===== src/design/clt_pkg.sv =====
`timescale 1ns / 1ps
// ----------------------------------------------------------------------------
// clt_pkg
// Shared types and codes for the command line tokenizer.
// ----------------------------------------------------------------------------
package clt_pkg;

    localparam int KIND_W = 2;
    localparam int POS_W  = 16;
    localparam int CNT_W  = 7;
    localparam int LINE_W = 16;

    localparam logic [KIND_W-1:0] KIND_ARG       = 2'd0;
    localparam logic [KIND_W-1:0] KIND_LINE      = 2'd1;
    localparam logic [KIND_W-1:0] KIND_QUOTE_ERR = 2'd2;
    localparam logic [KIND_W-1:0] KIND_MANY_ERR  = 2'd3;

    localparam logic [7:0] CH_QUOTE = 8'h22;
    localparam logic [7:0] CH_LF    = 8'h0A;
    localparam logic [7:0] CH_TAB   = 8'h09;
    localparam logic [7:0] CH_CR    = 8'h0D;
    localparam logic [7:0] CH_SPACE = 8'h20;

    localparam logic [CNT_W-1:0] MAX_ARGS_RESET = 7'd64;

    typedef struct packed {
        logic [KIND_W-1:0] kind;
        logic [POS_W-1:0]  position;
        logic [POS_W-1:0]  length;
        logic [CNT_W-1:0]  arg_number;
        logic [LINE_W-1:0] line_number;
        logic              last_result;
    } t_result;

endpackage


===== src/design/command_line_tokenizer_top.sv =====
`timescale 1ns / 1ps
// ----------------------------------------------------------------------------
// command_line_tokenizer_top
// Splits a script buffer into arguments and lines, one byte per transfer.
// ----------------------------------------------------------------------------
// Usage:
//   input channel  : i_in_valid / o_in_stall with i_byte_in and i_last_byte
//   output channel : o_out_valid / i_out_stall with kind, position, length,
//                    arg_number, line_number and last_result
//   config port    : APB-style, max_args at byte address 0, pready always high
// Each accepted byte is decoded in the cycle it is taken and gives zero, one
// or two results, which enter a four-entry result queue at the next edge, so
// the first result is visible in the cycle after the byte transfer. One byte
// is taken every cycle unless stalled; the output side moves one result per
// cycle unless the receiver stalls, so a run of bytes that each give two
// results is paced by the queue drain. The input is stalled whenever fewer
// than two queue slots are free. A stalled receiver holds the head result;
// the queue fills and then holds off the input. Reset empties the queue,
// returns the scan state to the start of a buffer (line 1, offset 0) and sets
// max_args to 64. The last byte of a buffer does the same to the scan state.
// ----------------------------------------------------------------------------
module command_line_tokenizer_top #(
    parameter int OFFSET_BITS = 16,
    parameter int ARG_LIMIT   = 64
) (
    input  logic        i_clk,
    input  logic        i_rst_n,
    // byte input
    input  logic        i_in_valid,
    output logic        o_in_stall,
    input  logic [7:0]  i_byte_in,
    input  logic        i_last_byte,
    // result output
    output logic        o_out_valid,
    input  logic        i_out_stall,
    output logic [1:0]  o_kind,
    output logic [15:0] o_position,
    output logic [15:0] o_length,
    output logic [6:0]  o_arg_number,
    output logic [15:0] o_line_number,
    output logic        o_last_result,
    // configuration
    input  logic        psel,
    input  logic        penable,
    input  logic        pwrite,
    input  logic [2:0]  paddr,
    input  logic [31:0] pwdata,
    output logic [31:0] prdata,
    output logic        pready
);
    import clt_pkg::*;

    localparam logic [1:0] MODE_BETWEEN  = 2'd0;
    localparam logic [1:0] MODE_UNQUOTED = 2'd1;
    localparam logic [1:0] MODE_QUOTED   = 2'd2;
    localparam logic [1:0] MODE_DROP     = 2'd3;

    localparam logic ADDR_MAX_ARGS = 1'b0;

    localparam int QDEPTH = 4;
    localparam int QPTR_W = 2;
    localparam int QCNT_W = 3;

    localparam logic [OFFSET_BITS-1:0] OFF_MAX = {OFFSET_BITS{1'b1}};
    localparam logic [LINE_W-1:0]      LINE_MAX = {LINE_W{1'b1}};
    localparam logic [LINE_W-1:0]      LINE_ONE = LINE_W'(1);

    // scan state
    logic [1:0]             r_mode;
    logic [OFFSET_BITS-1:0] r_start;
    logic [OFFSET_BITS-1:0] r_off;
    logic [CNT_W-1:0]       r_cnt;
    logic [LINE_W-1:0]      r_line;
    logic [CNT_W-1:0]       r_max_args;

    logic [1:0]             n_mode;
    logic [OFFSET_BITS-1:0] n_start;
    logic [OFFSET_BITS-1:0] n_off;
    logic [CNT_W-1:0]       n_cnt;
    logic [LINE_W-1:0]      n_line;

    // result queue
    t_result                r_q [QDEPTH];
    logic [QPTR_W-1:0]      r_wr;
    logic [QPTR_W-1:0]      r_rd;
    logic [QCNT_W-1:0]      r_qcnt;

    t_result                w_res [2];
    logic [1:0]             w_nres;
    logic [8:0]             w_lim;
    logic                   w_in_acc;
    logic                   w_out_acc;
    logic                   w_cfg_wr;
    t_result                w_head;

    function automatic t_result mk_res(
        input logic [KIND_W-1:0]      kind,
        input logic [OFFSET_BITS-1:0] pos,
        input logic [OFFSET_BITS-1:0] len,
        input logic [CNT_W-1:0]       num,
        input logic [LINE_W-1:0]      line
    );
        t_result r;
        r.kind        = kind;
        r.position    = POS_W'(pos);
        r.length      = POS_W'(len);
        r.arg_number  = num;
        r.line_number = line;
        r.last_result = 1'b0;
        return r;
    endfunction

    function automatic logic [OFFSET_BITS-1:0] arg_len(
        input logic [OFFSET_BITS-1:0] start,
        input logic [OFFSET_BITS-1:0] stop
    );
        return (stop >= start) ? (stop - start) : '0;
    endfunction

    assign w_in_acc  = i_in_valid && !o_in_stall;
    assign w_out_acc = o_out_valid && !i_out_stall;
    assign w_cfg_wr  = psel && penable && pwrite && pready;

    // limit in force is the smaller of max_args and the build limit
    assign w_lim = ({2'b00, r_max_args} < 9'(ARG_LIMIT)) ? {2'b00, r_max_args}
                                                          : 9'(ARG_LIMIT);

    always_comb begin
        logic [1:0]             m;
        logic [OFFSET_BITS-1:0] st;
        logic [CNT_W-1:0]       cnt;
        logic [LINE_W-1:0]      ln;
        logic [OFFSET_BITS-1:0] off_nx;
        logic                   sep;
        logic                   lf;
        logic                   qt;
        logic                   ended;
        logic                   many;
        t_result                r;

        m      = r_mode;
        st     = r_start;
        cnt    = r_cnt;
        ln     = r_line;
        ended  = 1'b0;
        r      = '0;
        w_res[0] = '0;
        w_res[1] = '0;
        w_nres = 2'd0;
        off_nx = (r_off == OFF_MAX) ? r_off : r_off + 1'b1;
        sep    = (i_byte_in == CH_SPACE) || (i_byte_in == CH_TAB) || (i_byte_in == CH_CR);
        lf     = (i_byte_in == CH_LF);
        qt     = (i_byte_in == CH_QUOTE);
        // at most one argument is closed per byte, so the check uses the stored count
        many   = ({2'b00, r_cnt} >= w_lim);

        unique case (r_mode)
            MODE_BETWEEN: begin
                if (lf) begin
                    w_res[0] = mk_res(KIND_LINE, '0, '0, cnt, ln);
                    w_nres   = 2'd1;
                    cnt      = '0;
                    ln       = (ln == LINE_MAX) ? ln : ln + 1'b1;
                    ended    = 1'b1;
                end else if (qt) begin
                    m  = MODE_QUOTED;
                    st = off_nx;
                end else if (!sep) begin
                    m  = MODE_UNQUOTED;
                    st = r_off;
                end
            end
            MODE_UNQUOTED: begin
                if (lf || sep || qt) begin
                    if (many) begin
                        w_res[0] = mk_res(KIND_MANY_ERR, st, '0, cnt, ln);
                        w_nres   = 2'd1;
                        m        = MODE_DROP;
                    end else begin
                        w_res[0] = mk_res(KIND_ARG, st, arg_len(st, r_off), cnt, ln);
                        w_nres   = 2'd1;
                        cnt      = cnt + 1'b1;
                        if (lf) begin
                            m        = MODE_BETWEEN;
                            w_res[1] = mk_res(KIND_LINE, '0, '0, cnt, ln);
                            w_nres   = 2'd2;
                            cnt      = '0;
                            ln       = (ln == LINE_MAX) ? ln : ln + 1'b1;
                        end else if (sep) begin
                            m = MODE_BETWEEN;
                        end else begin
                            m  = MODE_QUOTED;
                            st = off_nx;
                        end
                    end
                    ended = lf;
                end
            end
            MODE_QUOTED: begin
                if (qt) begin
                    if (many) begin
                        w_res[0] = mk_res(KIND_MANY_ERR, st, '0, cnt, ln);
                        m        = MODE_DROP;
                    end else begin
                        w_res[0] = mk_res(KIND_ARG, st, arg_len(st, r_off), cnt, ln);
                        cnt      = cnt + 1'b1;
                        m        = MODE_BETWEEN;
                    end
                    w_nres = 2'd1;
                end else if (lf || (i_byte_in == CH_CR)) begin
                    w_res[0] = mk_res(KIND_QUOTE_ERR, st, '0, cnt, ln);
                    w_nres   = 2'd1;
                    m        = MODE_DROP;
                end
            end
            MODE_DROP: begin
                m = MODE_DROP;
            end
            default: begin
                m = MODE_DROP;
            end
        endcase

        // end of buffer flushes whatever is open
        if (i_last_byte) begin
            if (m == MODE_QUOTED) begin
                r = mk_res(KIND_QUOTE_ERR, st, '0, cnt, ln);
            end else if (m == MODE_UNQUOTED) begin
                if (many) begin
                    r = mk_res(KIND_MANY_ERR, st, '0, cnt, ln);
                end else begin
                    r = mk_res(KIND_ARG, st, arg_len(st, off_nx), cnt, ln);
                end
            end else if (m == MODE_BETWEEN && !ended) begin
                r = mk_res(KIND_LINE, '0, '0, cnt, ln);
            end
            if (m == MODE_QUOTED || m == MODE_UNQUOTED || (m == MODE_BETWEEN && !ended)) begin
                w_res[w_nres[0]] = r;
                w_nres = w_nres + 2'd1;
            end
            if (m == MODE_UNQUOTED && !many) begin
                w_res[w_nres[0]] = mk_res(KIND_LINE, '0, '0, cnt + 1'b1, ln);
                w_nres = w_nres + 2'd1;
            end
            n_mode  = MODE_BETWEEN;
            n_start = '0;
            n_off   = '0;
            n_cnt   = '0;
            n_line  = LINE_ONE;
        end else begin
            n_mode  = m;
            n_start = st;
            n_off   = off_nx;
            n_cnt   = cnt;
            n_line  = ln;
        end

        if (w_nres == 2'd1) begin
            w_res[0].last_result = 1'b1;
        end else if (w_nres == 2'd2) begin
            w_res[1].last_result = 1'b1;
        end
    end

    always_ff @(posedge i_clk) begin
        if (!i_rst_n) begin
            r_mode     <= MODE_BETWEEN;
            r_start    <= '0;
            r_off      <= '0;
            r_cnt      <= '0;
            r_line     <= LINE_ONE;
            r_max_args <= MAX_ARGS_RESET;
        end else begin
            if (w_in_acc) begin
                r_mode  <= n_mode;
                r_start <= n_start;
                r_off   <= n_off;
                r_cnt   <= n_cnt;
                r_line  <= n_line;
            end
            if (w_cfg_wr && paddr[2] == ADDR_MAX_ARGS) begin
                r_max_args <= pwdata[CNT_W-1:0];
            end
        end
    end

    // result queue pointers
    always_ff @(posedge i_clk) begin
        if (!i_rst_n) begin
            r_wr   <= '0;
            r_rd   <= '0;
            r_qcnt <= '0;
        end else begin
            if (w_in_acc) begin
                r_wr <= r_wr + QPTR_W'(w_nres);
            end
            if (w_out_acc) begin
                r_rd <= r_rd + 1'b1;
            end
            r_qcnt <= r_qcnt + (w_in_acc ? QCNT_W'(w_nres) : '0)
                             - (w_out_acc ? QCNT_W'(1) : '0);
        end
    end

    always_ff @(posedge i_clk) begin
        if (w_in_acc && w_nres != 2'd0) begin
            r_q[r_wr] <= w_res[0];
        end
        if (w_in_acc && w_nres == 2'd2) begin
            r_q[r_wr + 1'b1] <= w_res[1];
        end
    end

    // two free slots are needed for a byte that closes an argument and a line
    assign o_in_stall  = (r_qcnt > QCNT_W'(QDEPTH - 2));
    assign o_out_valid = (r_qcnt != '0);

    assign w_head        = r_q[r_rd];
    assign o_kind        = w_head.kind;
    assign o_position    = w_head.position;
    assign o_length      = w_head.length;
    assign o_arg_number  = w_head.arg_number;
    assign o_line_number = w_head.line_number;
    assign o_last_result = w_head.last_result;

    assign pready = 1'b1;
    assign prdata = (paddr[2] == ADDR_MAX_ARGS) ? {{(32 - CNT_W){1'b0}}, r_max_args} : '0;

    a_queue_bound: assert property (@(posedge i_clk) disable iff (!i_rst_n)
        r_qcnt <= QCNT_W'(QDEPTH))
        else $error("result queue count beyond depth");

    a_last_clears: assert property (@(posedge i_clk) disable iff (!i_rst_n)
        w_in_acc && i_last_byte |=>
            r_mode == MODE_BETWEEN && r_off == '0 && r_cnt == '0 && r_line == LINE_ONE)
        else $error("scan state not cleared after last byte");

    a_last_gives_result: assert property (@(posedge i_clk) disable iff (!i_rst_n)
        w_in_acc && i_last_byte && r_mode != MODE_DROP |=> r_qcnt != '0)
        else $error("last byte left no result");

    a_line_nonzero: assert property (@(posedge i_clk) disable iff (!i_rst_n)
        r_line != '0)
        else $error("line number reached zero");

endmodule

===== config.mk =====
export PLATFORM = sky130hd
export DESIGN_NAME = command_line_tokenizer_top
export DESIGN_NICKNAME = d
export VERILOG_FILES = /design/src/design/clt_pkg.sv /design/src/design/command_line_tokenizer_top.sv
export SDC_FILE = /design/constraint.sdc
export NUM_CORES = 1
export LEC_CHECK = 0
export ABC_AREA = 1
export BUFFER_PORTS_ARGS = -buffer_cell sky130_fd_sc_hd__buf_2
export CORE_ASPECT_RATIO = 1.2
export CORE_MARGIN = 2
export CORE_UTILIZATION = 46
export DETAILED_ROUTE_END_ITERATION = 12
export PLACE_DENSITY_LB_ADDON = 0.2
export SKIP_LAST_GASP = 1
export SYNTH_ARGS = -nofsm -noshare
export SYNTH_HDL_FRONTEND = slang
export SYNTH_SLANG_ARGS = --single-unit

===== constraint.sdc =====
create_clock -name i_clk -period 9.4 [get_ports i_clk]
set_clock_uncertainty 0.05 [all_clocks]
set_input_delay 0.94 -clock i_clk [delete_from_list [all_inputs] [get_ports i_clk]]
set_output_delay 0.94 -clock i_clk [all_outputs]
set_load 0.01 [all_outputs]

==> results of run 1 <==
-- cell families (layout without fill, tap and decap cells) --
family / Yosys count / count (layout) / synth area share (%)
DFF: 305 / 305 / 41.2
xor gates and xnor gates: 52 / 52 / 2.22
buffers and inverters: 377 / 370 / 7.99
and+or+nand+nor: 1415 / 1415 / 28.8
AOI/OAI and AO/OA: 621 / 621 / 16.5
other: 2 / 26 / 0.0367
adders and majority gates: 53 / 53 / 3.35
-- per-layer routing --
layer,vias up,wire (um),global-route usage [%]
li1,9477,-,-
met1,9216,29400,39.9
met2,870,31500,46.8
met3,107,5320,3.84
met4,0,1600,8.25
met5,-,0,0
-- final timing paths --
kind                start         end  slack, ns  cells past startpoint
max          i_byte_in[7]  r_q[2][21]       2.96                     24
min               r_rd[1]        flop       0.42                      2
max reg2reg      r_cnt[0]  r_q[2][21]       3.06                     25
min reg2reg       r_rd[1]        flop       0.42                      2
-- worst max-delay path, stage by stage --
cell      delay, ns
buf_2          0.10
nor2_2         0.13
nand3_1        0.17
nor2_4         0.54
nor2_1         0.17
nand2_2        0.34
nand2_1        0.13
inv_1          0.10
nand2_1        0.29
nand2_1        0.30
inv_1          0.06
and2_1         0.16
ha_1           0.20
nor2_1         0.79
clkinv_1       0.59
nor2_1         0.22
buf_4          0.19
inv_1          0.34
nand2_1        0.20
o21ai_0        0.08
o21ai_0        0.17
nand2_1        0.23
nand2_1        0.12
nand2_1        0.07
-- through the flow --
stage / hold WS (ns) / cell area [um2] / utilization, %
4_1_cts: 0.414 / 22100 / 50.3
6_report: 0.418 / 22100 / 50.3
3_5_place_dp: 0.401 / 21100 / 47.9
2_1_floorplan: 0.386 / 20600 / -
5_1_grt: 0.445 / 22100 / 50.3
3_3_place_gp: 0.398 / 21100 / 47.9
-- power breakdown --
part | total, mW | internal (mW) | switching (mW)
combinational | 1.43 | 0.411 | 1.02
clock | 1.26 | 0.699 | 0.558
sequential | 1.69 | 1.64 | 0.0505
total | 4.38 | 2.75 | 1.63
-- cell type report --
type / instances / area [um2]
Sequential cell: 305 / 8430
Fill cell: 4292 / 21800
Timing Repair Buffer: 118 / 673
Inverter: 191 / 717
Clock inverter: 16 / 109
Multi-Input combinational cell: 2167 / 10500
Clock buffer: 45 / 922
Tap cell: 559 / 699
-- cell usage after synthesis, types with 7 or more instances --
cell type | number | share of area, %
nand3_1 | 164 | 4.0
ha_1 | 50 | 3.1
xnor2_1 | 15 | 0.64
o211ai_1 | 18 | 0.66
edfxtp_1 | 232 | 34
nor2_1 | 310 | 5.7
nand2_1 | 818 | 15
xor2_1 | 37 | 1.6
nand2_2 | 8 | 0.24
nand4_1 | 34 | 1.0
buf_1 | 7 | 0.13
o21ai_1 | 52 | 1.3
buf_2 | 30 | 0.73
nor2_2 | 8 | 0.24
o22ai_1 | 70 | 2.1
inv_1 | 170 | 3.1
o21ai_0 | 291 | 7.1
buf_4 | 39 | 1.4
a21oi_1 | 143 | 3.5
or2_2 | 9 | 0.27
clkbuf_1 | 105 | 1.9
dfxtp_1 | 73 | 7.1
nor3_1 | 37 | 0.90
inv_2 | 15 | 0.27
a31oi_1 | 11 | 0.34
-- sequential cells by signal (all words and copies together), names as in the netlist, named ones only --
name	count
r_q	232
r_mode	2
r_wr	2
r_start	16
r_rd	2
r_qcnt	3
r_cnt	7
r_line	16
r_off	16
r_max_args	7
==> flow_summary_export.csv, run 1 <==
group,metric,value,unit
status,outcome,"completed",
floorplan,die_w,197,um
sta,fin_setup_tns,0,ns
power_and_ir_drop,powerDensity,198,nW/um2
worst_setup_path,end_kind,"flop",
synth,syn_inst,2825,
sta,setup_ws,2.96,ns
final_layout,area_growth,7.83,%
clock_network,clkTransAtPathRegs,0.06,ns
synth,avgSynthCellArea,7.25,um2
floorplan,start_util,46.6,%
power_and_ir_drop,finalPower,4.38,mW
routing,drc,0,
placement,pre_cts_ws,2.52,ns
final_layout,diodes,0,
clock_network,clkSinkCount,305,
worst_setup_path,required,9.62,ns
final_layout,drive_above_1_share,8.41,%
clock_network,postCtsSetupRepairBufs,0,
placement,hpwl,46000,um
floorplan,io_pins,144,
final_layout,layout_common_cells,"nand2_1 (814), nor2_1 (308), o21ai_0 (291)",
final_layout,layoutNonFillerInstCount,3401,
worst_setup_path,cp_max_fo,22,
power_and_ir_drop,p_leak,8.93,nW
clock_network,holdBufCountCts,0,
clock_network,cts_resized,0,
placement,io_buffer_count,90,
floorplan,dieArea,46200,um2
floorplan,design.core.area,43900,um2
routing,viasPerCell,5.78,
synth,ys_warn_count,0,
placement,dp.cells,3340,
placement,place_congestion,0.946,
routing,vias,19700,
synth,async_flop_share,0,%
global_routing,grt_remaining_overflow,0,
clock_network,cts-root-buf,"clkbuf_16",
sta,rsz0062_at_grt,"false",
worst_setup_path,path_class,"input port to flop",
clock_network,h-tree-depth,2,
sta,tightest_slew,1.11,ns
floorplan,die_h,235,um
clock_network,insertion_delay,0.54,ns
sta,final-setup-viol-count,0,
clock_network,cts_tree,"built",
worst_setup_path,crit_path_start_kind,"input port",
global_routing,grt_max_degree,91,
synth,synth.cell_area,20500,um2
sta,post-route-period-util,68.5,%
routing,wl_per_cell,20.0,um
clock_network,clockBufferDepth,3,
final_layout,nets,2921,
clock_network,cts_buffers,34,
sta,hold_violations,0,
worst_hold_path,hold_class,"flop to flop",
floorplan,row_count,84,
routing,ant_nets,0,
routing,drt_iter0_markers,2096,
synth,ys.flop_type,"edfxtp_1",
sta,maxSlewViolCount,0,
synth,synth_edf_count,232,
routing,wl,67900,um
flow_run,maxCapViolCount,0,
global_routing,grt_pass1_wl,104000,um
final_layout,layout_commonest_cell,"nand2_1",
global_routing,grt_pass1_vias,18000,
sta,max_freq,0.155,GHz
synth,postSynthRegisterBits,305,
synth,ys_types,51,
global_routing,antenna_found_initial,0,
synth,ys_seq_area_share,41.2,%
worst_setup_path,cp.arrival,6.66,ns
sta,slew_headroom,25.8,%
global_routing,grt_usage,28.7,%
power_and_ir_drop,ir_drop,0.123,mV
routing,drt_pass1_iterations,6,
sta,fin_crit,6.44,ns
(Power assumes the default switching activity.)
==> run 2: changes to the inputs <==
Clock period 9.4 ns to 5.35 ns, I/O delays scaled along.
==> run 2 against run 1 <==
  * Cell area grew 3.1%
  * Worst hold slack lost 0.25 ns
  * Count of clock-buffer cells in the layout is the same
  * Setup slack lost 2.6 ns
  * Critical path depth grew 1
  * Core utilization grew 1.5 points
  * Register-to-register slack lost 2.7 ns
  * Clock power grew 78%
  * Die area is the same
  * Power grew 79%
  * Global-route usage grew 1.2 points
  * Sequential cell count is the same
==> flow_summary_export.csv, run 2 (same netlist as run 1, synthesis figures left out) <==
group,metric,value,unit
status,outcome,"completed",
final_layout,nets,2996,
routing,vias,20100,
global_routing,use_met3,4.40,%
flow_run,maxCapViolCount,0,
clock_network,clkTransAtPathRegs,0.07,ns
worst_setup_path,rrSetupSlack,0.33,ns
worst_hold_path,hold_end,"r_max_args[6]",
clock_network,cts_tree,"built",
final_layout,ff_latch_area,8430,um2
final_layout,layoutNonFillerInstCount,3472,
worst_setup_path,path_class,"flop to flop",
clock_network,cts-root-buf,"clkbuf_16",
floorplan,die_h,235,um
global_routing,grt_use_met2,48.3,%
global_routing,grt_pass1_vias,18600,
placement,place_area,21700,um2
placement,io_buffer_count,90,
clock_network,cts_resized,0,
sta,final-setup-viol-count,0,
worst_setup_path,critical_path.slowest_cell,"dfxtp_1",
worst_setup_path,reg2regPathDepth,25,
final_layout,drive_above_1_share,10.8,%
worst_hold_path,whs_path_depth,3,
placement,place_congestion,0.952,
final_layout,n_fill_cell,4298,
worst_hold_path,hold_class,"input port to flop",
sta,fin_crit,5.02,ns
worst_setup_path,cp_common_cell,"nand2_1",
floorplan,io_pins,144,
clock_network,clockBufferDepth,3,
final_layout,largest_reg_flops,232,
clock_network,clkSinkCount,305,
clock_network,cts_buffers,34,
sta,slew_headroom,24.8,%
final_layout,multi_input_area,10500,um2
worst_setup_path,critPathMaxStageDelay,0.51,ns
routing,wl,70300,um
floorplan,start_util,46.6,%
clock_network,postCtsSetupRepairBufs,0,
sta,max_freq,0.199,GHz
global_routing,grt_use_met1,42.6,%
clock_network,holdBufCountCts,0,
final_layout,final_core_util,51.8,%
routing,ant_nets,0,
floorplan,design.core.area,43900,um2
final_layout,area_growth,11.1,%
global_routing,grt_usage,29.9,%
placement,dp.cells,3415,
worst_setup_path,rr_startpoint,"r_off[0]",
worst_setup_path,end_kind,"flop",
sta,holdWs,0.173,ns
worst_setup_path,required,5.57,ns
placement,hpwl,48800,um
worst_setup_path,cp.arrival,5.23,ns
routing,drt_iter0_markers,2000,
floorplan,dieArea,46200,um2
worst_setup_path,cpLargestDelayFamily,"simple AND/OR/NAND/NOR gates",
global_routing,grt_max_degree,107,
power_and_ir_drop,p_leak,9.31,nW
final_layout,final_area,22800,um2
floorplan,row_count,84,
power_and_ir_drop,powerDensity,344,nW/um2
worst_setup_path,crit_path_start_kind,"flop",
final_layout,top_register,"r_q",
routing,viasPerCell,5.78,
final_layout,layout_common_cells,"nand2_1 (813), nor2_1 (309), o21ai_0 (290)",
global_routing,grt_pass1_wl,108000,um
sta,post-route-period-util,93.8,%
worst_setup_path,cp_max_fo,14,
power_and_ir_drop,ir_drop,0.186,mV
global_routing,grt.busiest_layer,"met2",
final_layout,diodes,0,
floorplan,die_w,197,um
routing,drt_pass1_iterations,8,
clock_network,h-tree-depth,2,
sta,rsz0062_at_grt,"true",
routing,drc,0,
global_routing,grt_remaining_overflow,0,
sta,hold_violations,0,
global_routing,antenna_found_initial,0,
sta,tightest_slew,1.13,ns
clock_network,insertion_delay,0.54,ns
worst_setup_path,critPathBufInv,4,
routing,wl_per_cell,20.2,um
worst_hold_path,worstHoldStart,"pwdata[6]",
worst_setup_path,r2r_end,"r_q[1][37]",
final_layout,layout_commonest_cell,"nand2_1",
sta,maxSlewViolCount,0,
run 2: changes by cell type in the layout (fill, tap and decap cells not counted), sizes merged:
cell      change
buf          +75
clkinv        -4
inv           -3
clkinvlp      +2
bufinv        +1
run 2: layout make-up:
type / count / share of cell area [%]
clock buffer: 45 / 4.01
clock inverter: 12 / 0.511
multi-input combinational: 2167 / 46.3
sequential: 305 / 37.0
timing repair buffer: 193 / 5.87
tap: 559 / 3.07
inverter: 191 / 3.17
run 2: power by group:
group	switching [mW]	internal (mW)	total [mW]	leakage, nW
logic	1.83	0.806	2.63	6.05
registers	0.0802	2.88	2.96	2.76
clock network	0.987	1.26	2.24	0.494
total	2.90	4.94	7.84	9.31
run 2: worst max-delay path by stage:
stage	from	end	slack (ns)	cells past startpoint
floorplan	r_cnt[0]	r_q[2][0]	0.31	27
global placement	r_cnt[0]	r_q[2][25]	0.27	28
detailed placement	r_max_args[6]	r_q[2][37]	0.29	26
CTS	r_max_args[6]	r_q[1][25]	0.27	26
global route	r_cnt[0]	r_qcnt[2]	-0.05	31
finish	r_off[0]	r_q[1][37]	0.33	25
run 2: worst min-delay path, cell delays in order:
cell	delay, ns
buf_2	0.07
nand2_1	0.04
o211ai_1	0.06
run 2: routing by layer:
layer | vias to the layer above | share of wire, %
li1 | 9620 | -
met5 | - | 0
met1 | 9451 | 44
met4 | 0 | 1.9
met2 | 917 | 46
met3 | 94 | 8.8
run 2: stage by stage:
stage	power (mW)	TNS [ns]	worst slack (ns)
after floorplan	4.65	0	0.310
after global placement	5.59	0	0.265
after detailed placement	5.62	0	0.294
after CTS	7.86	0	0.270
after global routing	8.22	-0.0543	-0.0543
final	7.84	0	0.332
==> run 3: changes to the inputs <==
Settings changed: CORE_UTILIZATION 46 to 55, SKIP_LAST_GASP 1 to unset.
Clock period 5.35 ns to 5.32 ns, I/O delays scaled along.
==> run 3 against run 2 <==
  * Highest routed layer unchanged
  * Critical path type unchanged
  * Register-to-register slack better by 0.06 ns
  * Non-clock buffer count is 13 lower
  * Largest cell class unchanged
  * Largest power group unchanged
  * Critical path depth is 1 lower
==> flow_summary_export.csv, run 3 (same netlist as run 1, synthesis figures left out) <==
group,metric,value,unit
global_routing,grt_usage,33.3,%
floorplan,dieArea,38800,um2
worst_setup_path,rrSetupSlack,0.40,ns
global_routing,antenna_found_initial,0,
sta,holdWs,0.170,ns
routing,drc,0,
final_layout,largest_reg_flops,232,
worst_hold_path,hold_class,"input port to flop",
global_routing,grt_remaining_overflow,0,
power_and_ir_drop,p_leak,9.28,nW
final_layout,nets,2983,
routing,viasPerCell,5.98,
floorplan,die_h,215,um
worst_setup_path,required,5.47,ns
worst_setup_path,cp_max_fo,40,
routing,wl,66000,um
floorplan,io_pins,144,
sta,fin_crit,4.92,ns
routing,vias,20200,
clock_network,h-tree-depth,2,
floorplan,die_w,180,um
worst_setup_path,end_kind,"flop",
worst_hold_path,whs_path_depth,3,
clock_network,postCtsSetupRepairBufs,0,
placement,place_congestion,0.993,
clock_network,cts_buffers,34,
global_routing,grt_max_degree,78,
worst_setup_path,reg2regPathDepth,24,
worst_setup_path,rr_startpoint,"r_max_args[6]",
floorplan,row_count,77,
worst_setup_path,crit_start,"r_max_args[6]",
global_routing,grt_pass1_vias,18700,
power_and_ir_drop,ir_drop,0.210,mV
sta,slew_headroom,38.1,%
final_layout,layout_commonest_cell,"nand2_1",
placement,dp.cells,3317,
clock_network,cts_tree,"built",
clock_network,clkSinkCount,305,
status,outcome,"completed",
floorplan,start_util,55.7,%
clock_network,insertion_delay,0.54,ns
final_layout,layoutNonFillerInstCount,3375,
worst_setup_path,crit_end,"r_q[0][45]",
clock_network,clockBufferDepth,3,
sta,final-setup-viol-count,0,
sta,fin_setup_tns,0,ns
placement,hpwl,45800,um
placement,io_buffer_count,90,
worst_setup_path,r2r_end,"r_q[0][45]",
clock_network,clkTransAtPathRegs,0.06,ns
routing,drt_pass1_iterations,6,
routing,wl_per_cell,19.6,um
final_layout,area_growth,10.3,%
global_routing,grt_pass1_wl,103000,um
routing,ant_nets,0,
worst_setup_path,cp.arrival,5.07,ns
sta,hold_violations,0,
sta,max_freq,0.203,GHz
floorplan,design.core.area,36800,um2
clock_network,cts-root-buf,"clkbuf_16",
final_layout,diodes,0,
worst_setup_path,crit_path_start_kind,"flop",
final_layout,top_register,"r_q",
sta,post-route-period-util,92.6,%
power_and_ir_drop,powerDensity,349,nW/um2
sta,maxSlewViolCount,0,
flow_run,maxCapViolCount,0,
sta,rsz0062_at_grt,"false",
worst_setup_path,path_class,"flop to flop",
routing,drt_iter0_markers,2282,
final_layout,drive_above_1_share,10.4,%
sta,tightest_slew,0.926,ns
final_layout,layout_common_cells,"nand2_1 (813), nor2_1 (309), o21ai_0 (290)",
-- run 3: cell types whose count changed in the layout (fill, tap and decap cells not counted), sizes merged --
cell      before  now
inv          188  186
bufinv         1    2
clkinv        10   18
clkbuf        45   43
clkinvlp       4    0
buf          193  180
-- run 3: how the worst min path moves through the flow --
stage                 from       endpoint  slack, ns
4_1_cts          pwdata[6]  r_max_args[6]       0.16
3_5_place_dp   r_start[12]    r_start[12]       0.41
5_1_grt          pwdata[6]  r_max_args[6]       0.19
2_1_floorplan      r_rd[1]           flop       0.39
6_report         pwdata[6]  r_max_args[6]       0.17
3_3_place_gp       r_rd[1]           flop       0.40
-- run 3: timing repair --
action / CTS / global route
hold endpoints to repair: 0 / 0
hold buffers: 0 / 0
gates resized for setup: 0 / 3
endpoints found under the setup margin: 0 / 33
-- run 3: metal layers --
metal  part of all wire (%)  routed length (um)  GRT usage, %  vias to the layer above
met2                     46               30400          54.0                     1033
met5                      0                   0             0                        -
met4                    2.4                1560          10.1                        0
li1                       -                   -             -                     9600
met1                     42               27800          47.1                     9456
met3                    9.5                6260          3.90                      101
-- run 3: layout make-up --
cell class / instances / area, um2
inverters: 191 / 717
well taps: 474 / 593
repair buffers: 180 / 1230
flip-flops and latches: 305 / 8430
clock buffers: 43 / 916
clock inverters: 15 / 156
multi-input cells: 2167 / 10500
fillers: 3335 / 14200
-- run 3: stage by stage --
step	setup slack [ns]	power (mW)	cell area (um2)	utilization [%]
after global routing	0.0649	8.27	22600	61.4
after floorplan	0.280	4.68	20600	-
after detailed placement	0.394	5.59	21500	58.4
after global placement	0.488	5.52	21500	58.4
final	0.396	7.89	22600	61.4
after CTS	0.343	7.88	22600	61.3
-- run 3: worst max-delay path, stage by stage (launching register included) --
cell and delay (ns):
dfxtp_1 0.33, clkinv_1 0.19, ha_1 0.36, nand2_1 0.08
nor2_1 0.15, a21oi_1 0.15, nand3_1 0.13, o21ai_0 0.09
a21oi_1 0.37, inv_1 0.13, ha_1 0.22, nand2_1 0.11
nand2_1 0.10, clkinv_1 0.08, nand4_2 0.15, nand2_2 0.19
nand2_2 0.16, nand2_2 0.13, nand2_2 0.17, nand2_4 0.20
nand2_1 0.14, nand2_1 0.20, nand2_1 0.08, nand2_2 0.26
buf_12 0.31
-- run 3: power by group --
group / total, mW / internal, mW / leakage (nW) / switching, mW
Clock: 2.32 / 1.33 / 0.528 / 0.991
Sequential: 2.99 / 2.89 / 2.76 / 0.0970
Combinational: 2.58 / 0.802 / 5.99 / 1.78
